$ cat src/sv/rce_pkg.sv
package rce_pkg;

	typedef enum logic [1:0] {
		OP_WRITE  = 2'd0,
		OP_SEARCH = 2'd1,
		OP_READ   = 2'd2,
		OP_REARM  = 2'd3
	} op_t;

	typedef enum logic [1:0] {
		SEEK_INVALID = 2'd0,
		SEEK_ABOVE   = 2'd1,
		SEEK_BELOW   = 2'd2
	} seek_t;

	typedef enum logic [1:0] {
		TRIG_OFF       = 2'd0,
		TRIG_RISING    = 2'd1,
		TRIG_FALLING   = 2'd2,
		TRIG_SEEK_ONLY = 2'd3
	} trig_mode_t;

	typedef enum logic [2:0] {
		ST_CLEAR,
		ST_IDLE,
		ST_REDUCE,
		ST_START,
		ST_WALK,
		ST_READ,
		ST_READ_OUT
	} state_t;

	localparam logic [2:0] CFG_TRIGGER_MODE  = 3'd0;
	localparam logic [2:0] CFG_TRIGGER_LEVEL = 3'd1;
	localparam logic [2:0] CFG_LEVEL_OFFSET  = 3'd2;
	localparam logic [2:0] CFG_HYSTERESIS    = 3'd3;
	localparam logic [2:0] CFG_SINGLE_SHOT   = 3'd4;

	typedef struct packed {
		op_t                op;
		logic signed [15:0] sample;
		logic [13:0]        delay;
		logic [14:0]        window;
		logic [13:0]        read_address;
	} item_t;

	typedef struct packed {
		logic [13:0]        write_slot;
		logic               write_triggered;
		logic [14:0]        result_delay;
		logic               found;
		logic               single_shot_hit;
		logic [13:0]        trigger_offset;
		logic signed [15:0] read_value;
	} res_t;

	typedef struct packed {
		logic  valid;
		item_t item;
	} head_t;

endpackage

$ cat src/sv/rce_if.sv
interface rce_item_if;
	logic               valid;
	logic               ready;
	logic [1:0]         mode;
	logic signed [15:0] sample;
	logic [13:0]        delay;
	logic [14:0]        window;
	logic [13:0]        read_address;

	modport source (output valid, mode, sample, delay, window, read_address, input ready);
	modport sink (input valid, mode, sample, delay, window, read_address, output ready);
endinterface


$ cat src/sv/rce_front.sv
module rce_front (
	input  logic          clk,
	input  logic          arst_n,
	rce_item_if.sink      items,
	output rce_pkg::head_t head,
	input  logic          pop
);

	rce_pkg::item_t q_mem_q [2];
	logic           wr_ptr_q;
	logic           rd_ptr_q;
	logic [1:0]     count_q;
	logic           push;
	rce_pkg::op_t   op;

	assign items.ready = (count_q != 2'd2);
	assign push = items.valid && items.ready;

	always_comb begin
		unique case (items.mode)
			2'd0: op = rce_pkg::OP_WRITE;
			2'd1: op = rce_pkg::OP_SEARCH;
			2'd2: op = rce_pkg::OP_READ;
			2'd3: op = rce_pkg::OP_REARM;
		endcase
	end

	always_ff @(posedge clk) begin
		if (push) begin
			q_mem_q[wr_ptr_q].op           <= op;
			q_mem_q[wr_ptr_q].sample       <= items.sample;
			q_mem_q[wr_ptr_q].delay        <= items.delay;
			q_mem_q[wr_ptr_q].window       <= items.window;
			q_mem_q[wr_ptr_q].read_address <= items.read_address;
		end
	end

	always_ff @(posedge clk or negedge arst_n) begin
		if (!arst_n) begin
			wr_ptr_q <= 1'b0;
			rd_ptr_q <= 1'b0;
			count_q  <= 2'd0;
		end else begin
			if (push) wr_ptr_q <= ~wr_ptr_q;
			if (pop) rd_ptr_q <= ~rd_ptr_q;
			count_q <= count_q + 2'(push) - 2'(pop);
		end
	end

	assign head.valid = (count_q != 2'd0);
	assign head.item  = q_mem_q[rd_ptr_q];

endmodule

$ cat src/flat_wrapper.sv
// flat-port wrapper written by rule: the top's interface ports become plain ports
module rce_front_flat 
  (clk, arst_n, head, pop, items_valid, items_mode, items_sample, items_delay, items_window, items_read_address, items_ready);
  rce_item_if items_i ();
  input  logic clk;
  input  logic arst_n;
  output rce_pkg::head_t head;
  input  logic pop;
  input wire logic [$bits(items_i.valid)-1:0] items_valid;
  input wire logic [$bits(items_i.mode)-1:0] items_mode;
  input wire logic [$bits(items_i.sample)-1:0] items_sample;
  input wire logic [$bits(items_i.delay)-1:0] items_delay;
  input wire logic [$bits(items_i.window)-1:0] items_window;
  input wire logic [$bits(items_i.read_address)-1:0] items_read_address;
  output wire logic [$bits(items_i.ready)-1:0] items_ready;
  assign items_i.valid = items_valid;
  assign items_i.mode = items_mode;
  assign items_i.sample = items_sample;
  assign items_i.delay = items_delay;
  assign items_i.window = items_window;
  assign items_i.read_address = items_read_address;
  assign items_ready = items_i.ready;
  rce_front u_core (.clk(clk), .arst_n(arst_n), .items(items_i), .head(head), .pop(pop));
endmodule
$ cat config.mk
export PLATFORM = sky130hd
export DESIGN_NAME = rce_front_flat
export DESIGN_NICKNAME = d
export VERILOG_FILES = /design/src/sv/rce_pkg.sv /design/src/sv/rce_if.sv /design/src/sv/rce_front.sv /design/src/flat_wrapper.sv
export SDC_FILE = /design/constraint.sdc
export NUM_CORES = 1
export LEC_CHECK = 0
export BUFFER_PORTS_ARGS = -buffer_cell sky130_fd_sc_hd__buf_2
export CAP_MARGIN = 0
export CELL_PAD_IN_SITES_DETAIL_PLACEMENT = 0
export CELL_PAD_IN_SITES_GLOBAL_PLACEMENT = 1
export CORE_UTILIZATION = 40
export CTS_CLUSTER_DIAMETER = 40
export DETAILED_ROUTE_END_ITERATION = 6
export PLACE_DENSITY_LB_ADDON = 0.3
export SLEW_MARGIN = 5
export SYNTH_ARGS = -nofsm -noshare
export SYNTH_HDL_FRONTEND = slang
export SYNTH_SLANG_ARGS = --single-unit
$ cat constraint.sdc
create_clock -name clk -period 6.36 [get_ports clk]
set_input_delay 0.318 -clock clk [delete_from_list [all_inputs] [get_ports clk]]
set_output_delay 0.318 -clock clk [all_outputs]
set_load 0.01 [all_outputs]
Word-level counts from Yosys, hierarchy flattened
Memories as Yosys holds them, arrays and structs flattened.
Cells that the tools add are included.
W data, S select, Z words.
{"block": "op_classes", "n_addsub": 2, "multipliers": 0, "n_div": 0, "magnitude_cmp": 0, "eq_ne": 4, "shifts": 0, "muxes": 3, "bitwise_logic": 2, "n_reduce_logical": 3}
{"operator": "$pmux W2 S4", "n": 1}
{"operator": "$eq A2 B2 Y1 const B", "n": 2}
{"operator": "$add A2 B1 Y2", "n": 1}
{"operator": "$eq A2 B1 Y1 const B", "n": 1}
{"operator": "$logic_not A2 Y1", "n": 1}
{"operator": "$mux W1", "n": 2}
{"operator": "$ne A2 B2 Y1 const B", "n": 1}
{"operator": "$not A1 Y1", "n": 2}
{"operator": "$reduce_bool A2 Y1", "n": 1}
{"operator": "$sub A2 B1 Y2", "n": 1}
{"operator": "$logic_and A1 B1 Y1", "n": 1}
{"block": "totals", "reg_bits": 4, "latchBits": 0, "mem_bits_rw": 122, "mem_bits_ro": 0, "input_bits": 65, "out_inout_bits": 63, "wordCells": 18, "n_memories": 1}
{"name": "u_core.q_mem_q", "depth": 2, "word_bits": 61, "read_ports": 1, "rd_clocked_by_memory_dff": 0, "write_ports": 1, "line_no": "rce_front.sv:9", "rtl": "rce_pkg::item_t q_mem_q [2];"}

Longest topological paths before layout
{"block": "depth", "ltp_word": 4, "depth_mapped": 5}

Worst setup path after synthesis
No wires, ideal clock.
{"block": "synth_path", "path_kind": "flip-flop to flip-flop", "from": "register u_core.count_q[0]", "to": "memory u_core.q_mem_q[0][0] (netlist name) (enable)", "setup_ns": 0.480, "arrival_time_ns": 3.227, "slack_ns": 2.652, "path_stages_with_launch": 4, "path_buffers": 0, "synth_period_minus_slack_ns": 3.708, "cell_sequence": "dfrtp_1 nand2b_1 nand2_1 nor2_1"}
{"block": "synth_via", "elab_chain_cells": 4}
{"element": "from (decl)", "line_no": "rce_front.sv:12", "rtl": "logic [1:0] count_q;"}
{"element": "from (signal assigned)", "line_no": "rce_front.sv:46", "rtl": "count_q <= count_q + 2'(push) - 2'(pop);"}
{"element": "$ne A2 B2 Y1", "line_no": "rce_front.sv:16", "rtl": "assign items.ready = (count_q != 2'd2);"}
{"element": "named net items_ready", "line_no": "flat_wrapper.sv:15", "rtl": "output wire logic [$bits(items_i.ready)-1:0] items_ready;"}
{"element": "$logic_and A1 B1 Y1", "line_no": "rce_front.sv:17", "rtl": "assign push = items.valid && items.ready;"}
{"element": "$mux W1", "line_no": "rce_front.sv:29", "rtl": "if (push) begin"}
{"element": "$mux W1 (not written as such)", "line_no": "rce_front.sv:34", "rtl": "q_mem_q[wr_ptr_q].read_address <= items.read_address;"}
{"element": "to (decl)", "line_no": "rce_front.sv:9"}
The timed path passes the listed nets, and every way through them passes these cells.

==> impl.org <==
** Power
- In this run the power spent charging and discharging nets is 0.8201 mW.
- Of the total power, the clock network draws 0.336.
- The share of total power dissipated in sequential elements is 0.395.
- Summed over all cells, the static leakage comes to 2.552 nW.
- Of the total power, the share spent switching nets is 0.2613.
- The share of total power dissipated in combinational logic is 0.269.
- Internal Dissipation :: 2.318 mW
- Worst voltage drop across the vdd grid :: 0.2448 mV
- For this design the ratio of total power to cell area is 499.3 nW/um2.
- Design Power :: 3.138 mW

** Cells and area
- Final core occ :: 0.5255
- Net count, final :: 417
- The count of cells in the finished layout, fillers not included, comes to 511.
- Antenna cells :: 0
- Area delta synth->final :: 28.07%
- Number of fill cells :: 961
- Of the cells placed in the final design, the portion with a size suffix greater than 1 is 0.6126.
- Area of all placed cells without fillers :: 6286 um2

** Timing
- The total count of hold-check failures in the final report is 0.
- In the final timing run, aggregate negative setup slack is 0 ns.
- Final critical-path required period :: 2.707 ns
- Achievable frequency :: 0.3694 GHz
- Clock skew on the completed layout was measured at 0.004425 ns.
- Number of slew-limit violations in the final report :: 0
- Setup repair after global routing left no endpoint under its margin.
- Setup violations, final :: 0
- Of the available clock period, the critical path in the final layout requires 0.4257.
- Measured against its own limit, the worst slew margin works out to 0.3826.
- At the pin with the least slew margin, the transition time is 0.9239 ns.

** Clock tree
- Clock-pin slew was measured on the worst setup and hold paths at 0.06 ns.
- Number of setup buffers added after CTS :: 0
- In this run, CTS created clock tree buffers numbering 17.
- The H-tree was split into 4 levels.
- Maximum count of clock buffers along a single path :: 2
- TritonCTS built the clock tree.
- CTS root buffer :: sky130_fd_sc_hd__clkbuf_16
- Once the clock tree was built, the resizer swapped 0 gates to a different size.
- Clk_lat worst skew :: 0.41 ns
- Counting every sink on the clock net gives 126.
- Hold buffers post-CTS :: 1

** Drt
- Routed wirelength normalized by instance count :: 15.52 um
- Remaining DRCs :: 0
- ANT nets after route :: 0
- After detailed routing, the total wire length is 7933 um.
- The detailed router finished its first iteration with 124 violations.
- Drt first pass iters :: 6
- After detailed routing, the number of vias per cell comes to 4.634.
- The detailed router placed 2368 vias in this run.

** Setup path
- Data on the critical path is required at its endpoint by 6.04 ns.
- Of all nets on the critical path, the largest fanout is 33.
- R2R setup slack :: 4.07 ns
- Critical Path End Type :: output port
- Worst Setup Path Type :: reg -> out
- In this run the critical register-to-register path is captured at u_core.q_mem_q[0][27].
- For the worst flop-to-flop path, the logic depth is 4.
- The worst setup path is launched from a flip-flop.
- R2R Path Start :: u_core.count_q[0]
- Data arrives at the worst endpoint at 2.39 ns.
- Start point of the critical path :: u_core.rd_ptr_q

** GRT
- After global routing the overflow that remains totals 0.
- Total global-route track usage :: 0.1333
- Initial antenna violation count :: 1
- Vias in the first global route :: 2356
- Maximum number of pins on one net before global-route repair :: 62
- First-pass GRT wire length :: 11900 um

** Synthesis
- Synthesized cell area :: 4908 um2
- Synthesis instantiated 18 different standard cells from the library.
- After technology mapping, the gate count stands at 210.
- Each instance of the synthesized netlist takes up on average 23.37 um2.
- The number of nets handed over by synthesis was 276.
- Number of warnings printed during yosys synthesis :: 0
- Synthesis inferred 126 register bits.
- Of the synthesized area, sequential elements account for 0.7668.

** Floorplanning
- During I/O placement, the number of pins put on the boundary was 128.
- Overall die area :: 12720 um2
- The floorplan step set the die height to 112.8 um.
- The initial utilization of the core area, before any placement, comes to 0.4104.
- The floorplan has 40 rows.
- The core region is 11960 um2.
- Die X :: 112.8 um

** Placed design
- Post-place instance area :: 5624 um2
- Buffers placed on the I/O ports in this run total 127.
- After detailed placement, the design holds a cell count of 478.
- Placer's final routability congestion estimate :: 0.6663
- Post-DP HPWL :: 4867 um

** Worst hold path
- The path with the worst hold slack has its endpoint at u_core.q_mem_q[0][59].
- Launch instance of the worst min-delay path :: items_mode[0]
- The path class of the tightest hold or removal check is in -> reg.
- Hold Path Stages :: 1

** Flow run
- Number of max-capacitance violations reported :: 0

** Run status
- The flow ran to the end, and the final reports show no timing, DRC or antenna violations.
[power groups by stage]
stage	Combinational, mW	Clock [mW]	Sequential [mW]
after floorplan	0.707	0	1.20
after global placement	0.860	0	1.25
after detailed placement	0.859	0	1.26
after CTS	0.864	1.08	1.24
after global routing	0.912	1.11	1.26
final	0.844	1.05	1.24
[stage by stage]
step | hold slack [ns] | setup WS (ns)
6_report | 0.09352 | 3.653
5_1_grt | 0.07043 | 3.511
4_1_cts | 0.06661 | 3.570
3_5_place_dp | 0.1306 | 4.008
3_3_place_gp | 0.1292 | 4.053
2_1_floorplan | 0.02241 | 2.652
[cell families after synthesis]
group / share of synthesized area
simple gates: 0.007395
fa+ha+maj: 0.002549
mux: 0.1871
xor+xnor: 0.007139
flops: 0.7668
buf+inv: 0.02906
[layout make-up]
type | count | area, um2 | area share
multi-input combinational | 74 | 1011 | 0.1608
tap | 147 | 183.9 | 0.02926
sequential | 126 | 3767 | 0.5993
inverter | 1 | 3.754 | 0.0005971
timing repair buffer | 131 | 668.1 | 0.1063
clock buffer | 19 | 432.9 | 0.06887
clock inverter | 13 | 219.0 | 0.03483
[how the worst max path moves through the flow]
stage / endpoint / slack [ns] / cells after the start
after CTS: head[58] / 3.57 / 3
after floorplan: u_core.q_mem_q[0][0] / 2.65 / 3
after global placement: head[58] / 4.05 / 3
final: head[58] / 3.65 / 3
after detailed placement: u_core.q_mem_q[0][46] / 4.01 / 4
after global routing: head[58] / 3.51 / 3
[cell usage after synthesis]
cell type                    n  area [um2]
sky130_fd_sc_hd__nand2b_1    1       6.260
sky130_fd_sc_hd__dfrtp_1     4       100.1
sky130_fd_sc_hd__mux2_4     59       885.9
sky130_fd_sc_hd__xnor2_1     2       17.52
sky130_fd_sc_hd__nor2b_1     1       6.260
sky130_fd_sc_hd__buf_6       1       11.26
sky130_fd_sc_hd__or2_2       1       6.260
sky130_fd_sc_hd__mux2i_1     1       10.01
sky130_fd_sc_hd__clkbuf_1    2       7.510
sky130_fd_sc_hd__buf_12      6       120.1
sky130_fd_sc_hd__nor2_1      1       3.750
sky130_fd_sc_hd__edfxtp_1  122        3664
sky130_fd_sc_hd__inv_1       1       3.750
sky130_fd_sc_hd__and3_1      1       6.260
sky130_fd_sc_hd__mux2_2      2       22.52
sky130_fd_sc_hd__ha_1        1       12.51
sky130_fd_sc_hd__xor2_1      2       17.52
sky130_fd_sc_hd__nand2_1     2       7.510
[worst max-delay path, cell delays in order (launching register included)]
cell,delay (ns)
sky130_fd_sc_hd__dfrtp_4,0.79
sky130_fd_sc_hd__buf_4,0.61
sky130_fd_sc_hd__mux2_2,0.40
sky130_fd_sc_hd__buf_2,0.14
[layer usage]
layer,vias up,wire [um],global-route usage
met2,96,3815,0.2103
met3,16,696,0.06856
met5,-,14,0
met1,1143,3258,0.1443
li1,1111,-,-
met4,2,147,0.07733
[layout by cell type (no fill, tap or decap), types with 3 or more instances in the layout]
master	instances
sky130_fd_sc_hd__buf_2	127
sky130_fd_sc_hd__edfxtp_1	122
sky130_fd_sc_hd__mux2_4	59
sky130_fd_sc_hd__clkbuf_16	17
sky130_fd_sc_hd__bufinv_16	6
sky130_fd_sc_hd__clkinv_2	3
sky130_fd_sc_hd__buf_4	3
sky130_fd_sc_hd__dfrtp_1	3
[sequential cells by signal (all words and copies together) (netlist names)]
name and count:
u_core.wr_ptr_q 1, u_core.rd_ptr_q 1, u_core.count_q 2, u_core.q_mem_q 122
No activity file was read; power rests on OpenSTA's default activity.
